`config.mk`:
```
export PLATFORM = sky130hd
export DESIGN_NAME = timed_address_blocklist_flat
export DESIGN_NICKNAME = d
export VERILOG_FILES = /design/src/hdl/tab_pkg.sv /design/src/hdl/tab_if.sv /design/src/hdl/tab_mem.sv /design/src/hdl/tab_cmp.sv /design/src/hdl/timed_address_blocklist.sv /design/src/flat_wrapper.sv
export SDC_FILE = /design/constraint.sdc
export NUM_CORES = 2
export LEC_CHECK = 0
export BUFFER_PORTS_ARGS = -buffer_cell sky130_fd_sc_hd__buf_4
export CORE_AREA = 5 5 586 588
export CTS_BUF_LIST = sky130_fd_sc_hd__clkbuf_16
export CTS_CLUSTER_DIAMETER = 120
export DETAILED_ROUTE_END_ITERATION = 8
export DIE_AREA = 0 0 591 593
export GPL_TIMING_DRIVEN = 0
export PLACE_DENSITY = 0.67
export SLEW_MARGIN = 5
export SYNTH_ARGS = -nofsm -noshare
export SYNTH_HDL_FRONTEND = slang
export SYNTH_MEMORY_MAX_BITS = 65536
export SYNTH_SLANG_ARGS = --single-unit
```
`constraint.sdc`:
```
create_clock -name clk_i -period 8.4 [get_ports clk_i]
set_clock_uncertainty 0.1 [all_clocks]
set_input_delay 1.68 -clock clk_i [delete_from_list [all_inputs] [get_ports clk_i]]
set_output_delay 1.68 -clock clk_i [all_outputs]
set_load 0.02 [all_outputs]
```
`src/hdl/tab_pkg.sv`:
```
// shared types and constants for the timed address blocklist
`timescale 1ns / 1ps

package tab_pkg;

  localparam int unsigned ADDR_W = 32;
  localparam int unsigned TIME_W = 32;
  localparam int unsigned MIN_W  = 16;
  localparam int unsigned OCC_W  = 7;

  typedef enum logic [1:0] {
    OP_ADD    = 2'd0,
    OP_REMOVE = 2'd1,
    OP_CHECK  = 2'd2,
    OP_PURGE  = 2'd3
  } op_e;

  // one table slot as held in the memory
  typedef struct packed {
    logic              valid;
    logic [ADDR_W-1:0] address;
    logic [TIME_W-1:0] expiry;
  } entry_t;

  // per-slot compare flags from the shared compare unit
  typedef struct packed {
    logic is_free;
    logic is_match;
    logic is_stale;
  } cmp_res_t;

endpackage

```
`src/hdl/tab_if.sv`:
```
// request and response channel interfaces for the timed address blocklist
`timescale 1ns / 1ps

interface tab_req_if import tab_pkg::*; ();
  logic              valid;
  logic              ready;
  op_e               op;
  logic [ADDR_W-1:0] address;
  logic [MIN_W-1:0]  duration_minutes;
  logic [TIME_W-1:0] now_seconds;

  modport source (output valid, op, address, duration_minutes, now_seconds, input ready);
  modport sink   (input valid, op, address, duration_minutes, now_seconds, output ready);
endinterface

interface tab_rsp_if import tab_pkg::*; ();
  logic             valid;
  logic             ready;
  logic             hit;
  logic             rejected;
  logic [OCC_W-1:0] occupancy;

  modport source (output valid, hit, rejected, occupancy, input ready);
  modport sink   (input valid, hit, rejected, occupancy, output ready);
endinterface

```
`src/hdl/tab_mem.sv`:
```
// slot memory: one write port, one registered read port
`timescale 1ns / 1ps

module tab_mem import tab_pkg::*; #(
  parameter int unsigned Entries = 64,
  localparam int unsigned IdxW = (Entries > 1) ? $clog2(Entries) : 1
) (
  input  logic            clk_i,
  input  logic            we_i,
  input  logic [IdxW-1:0] waddr_i,
  input  entry_t          wdata_i,
  input  logic            re_i,
  input  logic [IdxW-1:0] raddr_i,
  output entry_t          rdata_o
);

  entry_t mem_q [Entries];
  entry_t rdata_q;

  always_ff @(posedge clk_i) begin
    if (we_i) begin
      mem_q[waddr_i] <= wdata_i;
    end
    if (re_i) begin
      rdata_q <= mem_q[raddr_i];
    end
  end

  assign rdata_o = rdata_q;

endmodule

```
`src/hdl/tab_cmp.sv`:
```
// shared slot compare unit: free, address match and expiry test
`timescale 1ns / 1ps

module tab_cmp import tab_pkg::*; (
  input  entry_t            entry_i,
  input  logic [ADDR_W-1:0] address_i,
  input  logic [TIME_W-1:0] now_i,
  output cmp_res_t          res_o
);

  always_comb begin
    res_o.is_free  = !entry_i.valid;
    res_o.is_match = entry_i.valid && (entry_i.address == address_i);
    // expiry equal to now is kept
    res_o.is_stale = entry_i.valid && (entry_i.expiry < now_i);
  end

endmodule

```
`src/hdl/timed_address_blocklist.sv`:
```
// top level: sequencer that scans the slot memory through one compare unit
// the scan reads slots via the memory register; ST_DONE then loads the response register
// add stops at the first free slot, remove and check at the first matching slot, purge scans all
// a new request is taken only in idle, after ST_DONE; the scan reads one slot a cycle
// reset: a clearing pass writes every slot invalid, ready stays low
// the response register holds a finished result while the next request is taken
`timescale 1ns / 1ps

module timed_address_blocklist import tab_pkg::*; #(
  parameter int unsigned ENTRIES = 64
) (
  input  logic       clk_i,
  input  logic       rst_ni,
  tab_req_if.sink    req_i,
  tab_rsp_if.source  rsp_o
);

  localparam int unsigned IdxW = (ENTRIES > 1) ? $clog2(ENTRIES) : 1;
  localparam int unsigned CntW = $clog2(ENTRIES + 1);
  localparam logic [IdxW-1:0] LastIdx = IdxW'(ENTRIES - 1);

  typedef enum logic [3:0] {
    ST_CLEAR = 4'b0001,
    ST_IDLE  = 4'b0010,
    ST_SCAN  = 4'b0100,
    ST_DONE  = 4'b1000
  } state_e;

  // sequencer state
  state_e            state_q, state_d;
  logic [IdxW-1:0]   idx_q, idx_d;         // read issue index, also clear sweep index
  logic              iss_on_q, iss_on_d;   // more reads to issue
  logic              rd_vld_q, rd_vld_d;   // read data in the memory register is live
  logic [IdxW-1:0]   rd_idx_q, rd_idx_d;   // slot that the read data belongs to
  logic [CntW-1:0]   cnt_q, cnt_d;         // number of valid slots

  // request held for the scan
  op_e               op_q;
  logic [ADDR_W-1:0] addr_q;
  logic [TIME_W-1:0] now_q;
  logic [TIME_W-1:0] exp_q;

  // result of the finished scan, then the response register
  logic              hit_q, hit_d;
  logic              rej_q, rej_d;
  logic              rsp_vld_q, rsp_vld_d;
  logic              rsp_hit_q;
  logic              rsp_rej_q;
  logic [OCC_W-1:0]  rsp_occ_q;

  logic              accept;
  logic              rsp_load;
  logic              issue;
  logic              eval;
  logic              stop;
  logic              finish;
  logic              mem_we;
  logic [IdxW-1:0]   mem_waddr;
  entry_t            mem_wdata;
  entry_t            rd_word;
  cmp_res_t          cmp;
  logic [TIME_W-1:0] min_ext;
  logic [TIME_W-1:0] exp_d;

  assign accept   = req_i.valid && req_i.ready;
  assign issue    = (state_q == ST_SCAN) && iss_on_q;
  assign eval     = (state_q == ST_SCAN) && rd_vld_q;
  // a finished result moves out once the response register is free
  assign rsp_load = (state_q == ST_DONE) && (!rsp_vld_q || rsp_o.ready);

  // expiry = now + minutes * 60, as (m << 6) - (m << 2), wrapping mod 2^32
  assign min_ext = TIME_W'(req_i.duration_minutes);
  assign exp_d   = req_i.now_seconds + (min_ext << 6) - (min_ext << 2);

  tab_mem #(
    .Entries (ENTRIES)
  ) u_mem (
    .clk_i   (clk_i),
    .we_i    (mem_we),
    .waddr_i (mem_waddr),
    .wdata_i (mem_wdata),
    .re_i    (issue),
    .raddr_i (idx_q),
    .rdata_o (rd_word)
  );

  tab_cmp u_cmp (
    .entry_i   (rd_word),
    .address_i (addr_q),
    .now_i     (now_q),
    .res_o     (cmp)
  );

  // per-slot decision for the slot whose read data is live
  always_comb begin
    stop      = 1'b0;
    mem_we    = 1'b0;
    mem_waddr = rd_idx_q;
    mem_wdata = rd_word;
    cnt_d     = cnt_q;
    if (state_q == ST_CLEAR) begin
      // clearing pass after reset
      mem_we          = 1'b1;
      mem_waddr       = idx_q;
      mem_wdata.valid = 1'b0;
    end else if (eval) begin
      case (op_q)
        OP_ADD: begin
          stop              = cmp.is_free;
          mem_we            = cmp.is_free;
          mem_wdata.valid   = 1'b1;
          mem_wdata.address = addr_q;
          mem_wdata.expiry  = exp_q;
          if (cmp.is_free) cnt_d = cnt_q + 1'b1;
        end
        OP_REMOVE: begin
          stop            = cmp.is_match;
          mem_we          = cmp.is_match;
          mem_wdata.valid = 1'b0;
          if (cmp.is_match) cnt_d = cnt_q - 1'b1;
        end
        OP_CHECK: begin
          stop = cmp.is_match;
        end
        default: begin
          // purge visits every slot
          mem_we          = cmp.is_stale;
          mem_wdata.valid = 1'b0;
          if (cmp.is_stale) cnt_d = cnt_q - 1'b1;
        end
      endcase
    end
  end

  assign finish = eval && (stop || (rd_idx_q == LastIdx));

  // sequencer
  always_comb begin
    state_d   = state_q;
    idx_d     = idx_q;
    iss_on_d  = iss_on_q;
    rd_vld_d  = rd_vld_q;
    rd_idx_d  = rd_idx_q;
    hit_d     = hit_q;
    rej_d     = rej_q;
    rsp_vld_d = rsp_vld_q;
    if (rsp_vld_q && rsp_o.ready) rsp_vld_d = 1'b0;

    unique case (state_q)
      ST_CLEAR: begin
        idx_d = idx_q + 1'b1;
        if (idx_q == LastIdx) begin
          idx_d   = '0;
          state_d = ST_IDLE;
        end
      end
      ST_IDLE: begin
        if (accept) begin
          idx_d    = '0;
          iss_on_d = 1'b1;
          rd_vld_d = 1'b0;
          state_d  = ST_SCAN;
        end
      end
      ST_SCAN: begin
        // read pipeline: issue one slot a cycle, evaluate it the cycle after
        rd_vld_d = issue;
        rd_idx_d = idx_q;
        if (issue) begin
          idx_d = idx_q + 1'b1;
          if (idx_q == LastIdx) iss_on_d = 1'b0;
        end
        if (finish) begin
          iss_on_d = 1'b0;
          rd_vld_d = 1'b0;
          hit_d    = ((op_q == OP_REMOVE) || (op_q == OP_CHECK)) && cmp.is_match;
          rej_d    = (op_q == OP_ADD) && !cmp.is_free;
          state_d  = ST_DONE;
        end
      end
      ST_DONE: begin
        if (rsp_load) begin
          rsp_vld_d = 1'b1;
          state_d   = ST_IDLE;
        end
      end
      default: begin
        state_d = ST_IDLE;
      end
    endcase
  end

  always_ff @(posedge clk_i or negedge rst_ni) begin
    if (!rst_ni) begin
      state_q   <= ST_CLEAR;
      idx_q     <= '0;
      iss_on_q  <= 1'b0;
      rd_vld_q  <= 1'b0;
      rd_idx_q  <= '0;
      cnt_q     <= '0;
      hit_q     <= 1'b0;
      rej_q     <= 1'b0;
      rsp_vld_q <= 1'b0;
    end else begin
      state_q   <= state_d;
      idx_q     <= idx_d;
      iss_on_q  <= iss_on_d;
      rd_vld_q  <= rd_vld_d;
      rd_idx_q  <= rd_idx_d;
      cnt_q     <= cnt_d;
      hit_q     <= hit_d;
      rej_q     <= rej_d;
      rsp_vld_q <= rsp_vld_d;
    end
  end

  // request and response payload registers
  always_ff @(posedge clk_i) begin
    if (accept) begin
      op_q   <= req_i.op;
      addr_q <= req_i.address;
      now_q  <= req_i.now_seconds;
      exp_q  <= exp_d;
    end
    if (rsp_load) begin
      rsp_hit_q <= hit_q;
      rsp_rej_q <= rej_q;
      rsp_occ_q <= OCC_W'(cnt_q);
    end
  end

  assign req_i.ready     = (state_q == ST_IDLE);
  assign rsp_o.valid     = rsp_vld_q;
  assign rsp_o.hit       = rsp_hit_q;
  assign rsp_o.rejected  = rsp_rej_q;
  assign rsp_o.occupancy = rsp_occ_q;

  // occupancy never passes the table size
  a_cnt_bound: assert property (@(posedge clk_i) disable iff (!rst_ni)
    cnt_q <= CntW'(ENTRIES))
    else $error("valid count above table size");

  // an add is dropped only when every slot is in use
  a_rej_full: assert property (@(posedge clk_i) disable iff (!rst_ni)
    (finish && (op_q == OP_ADD) && !cmp.is_free) |-> (cnt_q == CntW'(ENTRIES)))
    else $error("add rejected with a free slot");

  // no slot write outside the clearing pass and the scan
  a_we_state: assert property (@(posedge clk_i) disable iff (!rst_ni)
    mem_we |-> ((state_q == ST_CLEAR) || (state_q == ST_SCAN)))
    else $error("slot write while idle or done");

  // live read data only exists during a scan
  a_rd_scan: assert property (@(posedge clk_i) disable iff (!rst_ni)
    rd_vld_q |-> (state_q == ST_SCAN))
    else $error("read data live outside scan");

  // an accepted request starts a scan from the first slot
  a_acc_scan: assert property (@(posedge clk_i) disable iff (!rst_ni)
    accept |=> ((state_q == ST_SCAN) && (idx_q == '0) && iss_on_q))
    else $error("accepted request did not start a scan");

endmodule
```
`src/flat_wrapper.sv`:
```
// flat-port wrapper written by rule: the top's interface ports become plain ports
module timed_address_blocklist_flat import tab_pkg::*;
#(
  parameter int unsigned ENTRIES = 64
)
  (clk_i, rst_ni, req_i_valid, req_i_op, req_i_address, req_i_duration_minutes, req_i_now_seconds, req_i_ready, rsp_o_valid, rsp_o_hit, rsp_o_rejected, rsp_o_occupancy, rsp_o_ready);
  tab_req_if req_i_i ();
  tab_rsp_if rsp_o_i ();
  input  logic clk_i;
  input  logic rst_ni;
  input wire logic [$bits(req_i_i.valid)-1:0] req_i_valid;
  input wire logic [$bits(req_i_i.op)-1:0] req_i_op;
  input wire logic [$bits(req_i_i.address)-1:0] req_i_address;
  input wire logic [$bits(req_i_i.duration_minutes)-1:0] req_i_duration_minutes;
  input wire logic [$bits(req_i_i.now_seconds)-1:0] req_i_now_seconds;
  output wire logic [$bits(req_i_i.ready)-1:0] req_i_ready;
  output wire logic [$bits(rsp_o_i.valid)-1:0] rsp_o_valid;
  output wire logic [$bits(rsp_o_i.hit)-1:0] rsp_o_hit;
  output wire logic [$bits(rsp_o_i.rejected)-1:0] rsp_o_rejected;
  output wire logic [$bits(rsp_o_i.occupancy)-1:0] rsp_o_occupancy;
  input wire logic [$bits(rsp_o_i.ready)-1:0] rsp_o_ready;
  assign req_i_i.valid = req_i_valid;
  assign req_i_i.op = req_i_op;
  assign req_i_i.address = req_i_address;
  assign req_i_i.duration_minutes = req_i_duration_minutes;
  assign req_i_i.now_seconds = req_i_now_seconds;
  assign req_i_ready = req_i_i.ready;
  assign rsp_o_valid = rsp_o_i.valid;
  assign rsp_o_hit = rsp_o_i.hit;
  assign rsp_o_rejected = rsp_o_i.rejected;
  assign rsp_o_occupancy = rsp_o_i.occupancy;
  assign rsp_o_i.ready = rsp_o_ready;
  timed_address_blocklist #(.ENTRIES(ENTRIES)) u_core (.clk_i(clk_i), .rst_ni(rst_ni), .req_i(req_i_i), .rsp_o(rsp_o_i));
endmodule
```
==> out/summary.txt <==
# DRC = 0
Max Cap Viol = 0
Pwr dens = 306 nW/um2
Max VDD drop = 0.000233 V
Area post-placement = 180000 um2
RSZ-0062 raised after global routing = no
YS warnings = 0
Post-synthesis cell count = 6791
GRT Total Usage = 0.252
Setup Fix Bufs, Post-CTS = 0
Setup crit end kind = flip-flop
Worst EP required = 8.94 ns
Startpoint types = flip-flop
H-tree depth = 5
# setup viols final = 0
Hold Vio Cnt, Final = 0
Final Instance Area = 194000 um2
Clock buffer depth = 4
DRT antenna net count = 0
Multi-input gate area = 36100 um2
Post-synth EDFFs = 4330
Iter 0 DRT Violations = 12300
Syn Std Cell Area = 168000 um2
TritonCTS clock tree = done
Setup TNS Final = 0 ns
Area fraction of the dominant cell type after synthesis = 0.773
WL/cell = 35.5 um
Final Worst Setup Slack = 2.30 ns
Max Slew Vio Count = 0
DR vias/cell = 6.42
Number of gates resized after cts = 0
Post-synth ARST share = 0.00642
Root buf cell = clkbuf_16
WHS = 0.396 ns
Setup crit start = u_core.addr_q[0]
Setup CP Type = reg -> reg
Area grow syn2layout = 15.2%
Initial Utilization = 0.498
Routed wire length = 442000 um
Post-synth cell types = 63
CP Data Arrival Time = 6.64 ns
Clock Pin Slew Worst Setup and Hold Paths = 0.06 ns
Port bufs = 96
Hold path start = u_core.cnt_q[5]
Ys flop type = edfxtp_1
Syn avg cell area = 24.8 um2
Core ar. = 338000 um2
Fillers = 23700
Initial antenna violation count = 39
Via Count = 80000
Slew Limit Headroom = 0.0335
HP Class = reg -> reg
Clock Sinks = 4358
Register area share after synthesis = 0.777
Placement Setup Slack = 1.61 ns
Chip Width = 591 um
Status = complete, no violations
Clock period minus worst slack = 6.10 ns
Row cnt = 214
Largest cells by area after synthesis = edfxtp_1 77%, mux4_2 18%, ha_1 0.58%
Skew-Pair Late Insertion Delay = 0.98 ns
Crit share post-route = 0.726
First-pass GRT wire length = 618000 um
Critical-path maximum fanout = 18
Reg2reg start = u_core.addr_q[0]
DP HPWL = 298000 um
Largest net degree at the start of global routing = 65
Synthesized net count = 6968
Worst-margin pin slew = 1.45 ns
Pre-Repair DR Iteration Count = 6
Die height = 593 um
Vias in the first global route = 80200
Sequential cell area = 131000 um2
Die area = 350000 um2
NumNets Final = 7725
Area leader, netlist = edfxtp_1
Leak pwr = 60.5 nW
Gp weighted congestion = 0.789
Max Clk Rate = 164 MHz
Hold buffers post-CTS = 0
Layout cells sized above 1 = 0.323
Congestion Overflow GR = 0
Num CTS Buffers = 430
Io pins = 97
Yosys reg bits = 4358
-- cells in the mapped netlist (13+ instances only) --
cell	number
o21bai_1	14
nand2_1	52
fa_1	13
mux2_2	65
nand2b_1	13
xnor2_1	26
mux4_2	1365
inv_1	125
a21oi_1	40
clkbuf_1	164
a21o_1	17
buf_1	55
o21ai_0	34
buf_2	77
edfxtp_1	4330
xor2_1	42
dfrtp_1	27
nor2_1	93
buf_4	16
ha_1	78
-- metal layers --
layer	global-route usage	routed length, um
met4	0.0756	15200
met2	0.395	210000
met5	0	135
met1	0.355	168000
met3	0.0634	49200
-- layout make-up --
| class | count | share of cell area |
|---|---|---|
| antenna | 22 | 0.000284 |
| buffer | 318 | 0.00733 |
| clock buffer | 431 | 0.0557 |
| clock inverter | 354 | 0.0146 |
| inverter | 126 | 0.00248 |
| multi-input combinational | 1989 | 0.186 |
| sequential | 4358 | 0.675 |
| tap | 4536 | 0.0293 |
| timing repair buffer | 325 | 0.0292 |
-- logic make-up (layout without fill, tap and decap cells) --
logic type / count (synthesis) / in the layout / synth area share
AOI/OAI and AO/OA: 162 / 162 / 0.00634
xor gates and xnor gates: 68 / 68 / 0.00354
adders and majority gates: 91 / 91 / 0.00735
buffers and inverters: 444 / 1554 / 0.0111
DFF: 4358 / 4358 / 0.777
muxes: 1439 / 1439 / 0.188
other: 0 / 22 / 0
and+or+nand+nor: 229 / 229 / 0.00642
-- sequential cells by signal, summed over array words and instances, names as in the netlist --
| signal | cells |
|---|---|
| u_core.rsp_o.occupancy | 7 |
| u_core.idx_q | 6 |
| u_core.now_q | 30 |
| u_core.hit_q | 1 |
| u_core.rd_vld_q | 1 |
| u_core.u_mem.rdata_o | 65 |
| u_core.op_q | 2 |
| u_core.rsp_o.hit | 1 |
| u_core.iss_on_q | 1 |
| u_core.u_mem.mem_q | 4160 |
| u_core.addr_q | 32 |
| u_core.state_q | 4 |
| u_core.rd_idx_q | 6 |
| u_core.exp_q | 32 |
| u_core.cnt_q | 7 |
| u_core.rsp_o.rejected | 1 |
| u_core.rsp_o.valid | 1 |
| u_core.rej_q | 1 |
-- cells in the final DEF, fill, tap and decap left out, types with 68 or more instances in the layout --
cell type / instances
buf_12: 177
buf_2: 78
buf_4: 112
clkbuf_1: 146
clkbuf_16: 431
clkinv_1: 123
clkinv_2: 68
edfxtp_1: 4330
ha_1: 78
inv_1: 204
mux4_2: 1365
-- critical path: stages, from the launching register on --
cell and delay, ns:
edfxtp_1 0.51, xor2_1 0.23, nor4_1 1.18, nand4_1 0.23, nor3_2 0.24, buf_6 0.24, nand2_1 0.08, a211oi_1 0.78
a22o_1 0.45, o21bai_2 0.37, nor2_4 0.79, buf_12 0.27, buf_12 0.21
-- through the flow --
step	util	std cells	total power, W
floorplan	-	6791	0.0357
global placement	0.517	11400	0.0405
detailed placement	0.533	11700	0.0411
CTS	0.573	12400	0.0596
global route	0.573	12400	0.0613
finish	0.573	12500	0.0593
-- power breakdown --
part           switching (W)  internal, W  total, W
combinational        0.00842      0.00612    0.0145
clock                0.00815       0.0105    0.0187
sequential          0.000225       0.0259    0.0261
total                 0.0168       0.0425    0.0593
-- path summary, 6_finish.rpt --
kind | cells past startpoint | endpoint | slack (ns)
max | 12 | u_core.u_mem.mem_q[50][32] | 2.30
min | 0 | u_core.rsp_o.occupancy[5] | 0.40
max reg2reg | 12 | u_core.u_mem.mem_q[50][32] | 2.30
min reg2reg | 0 | u_core.rsp_o.occupancy[5] | 0.40
max in group asynchronous | 1 | u_core.state_q[0] | 7.31
min in group asynchronous | 1 | u_core.cnt_q[4] | 0.56
Power figures use the tool's default switching activity.
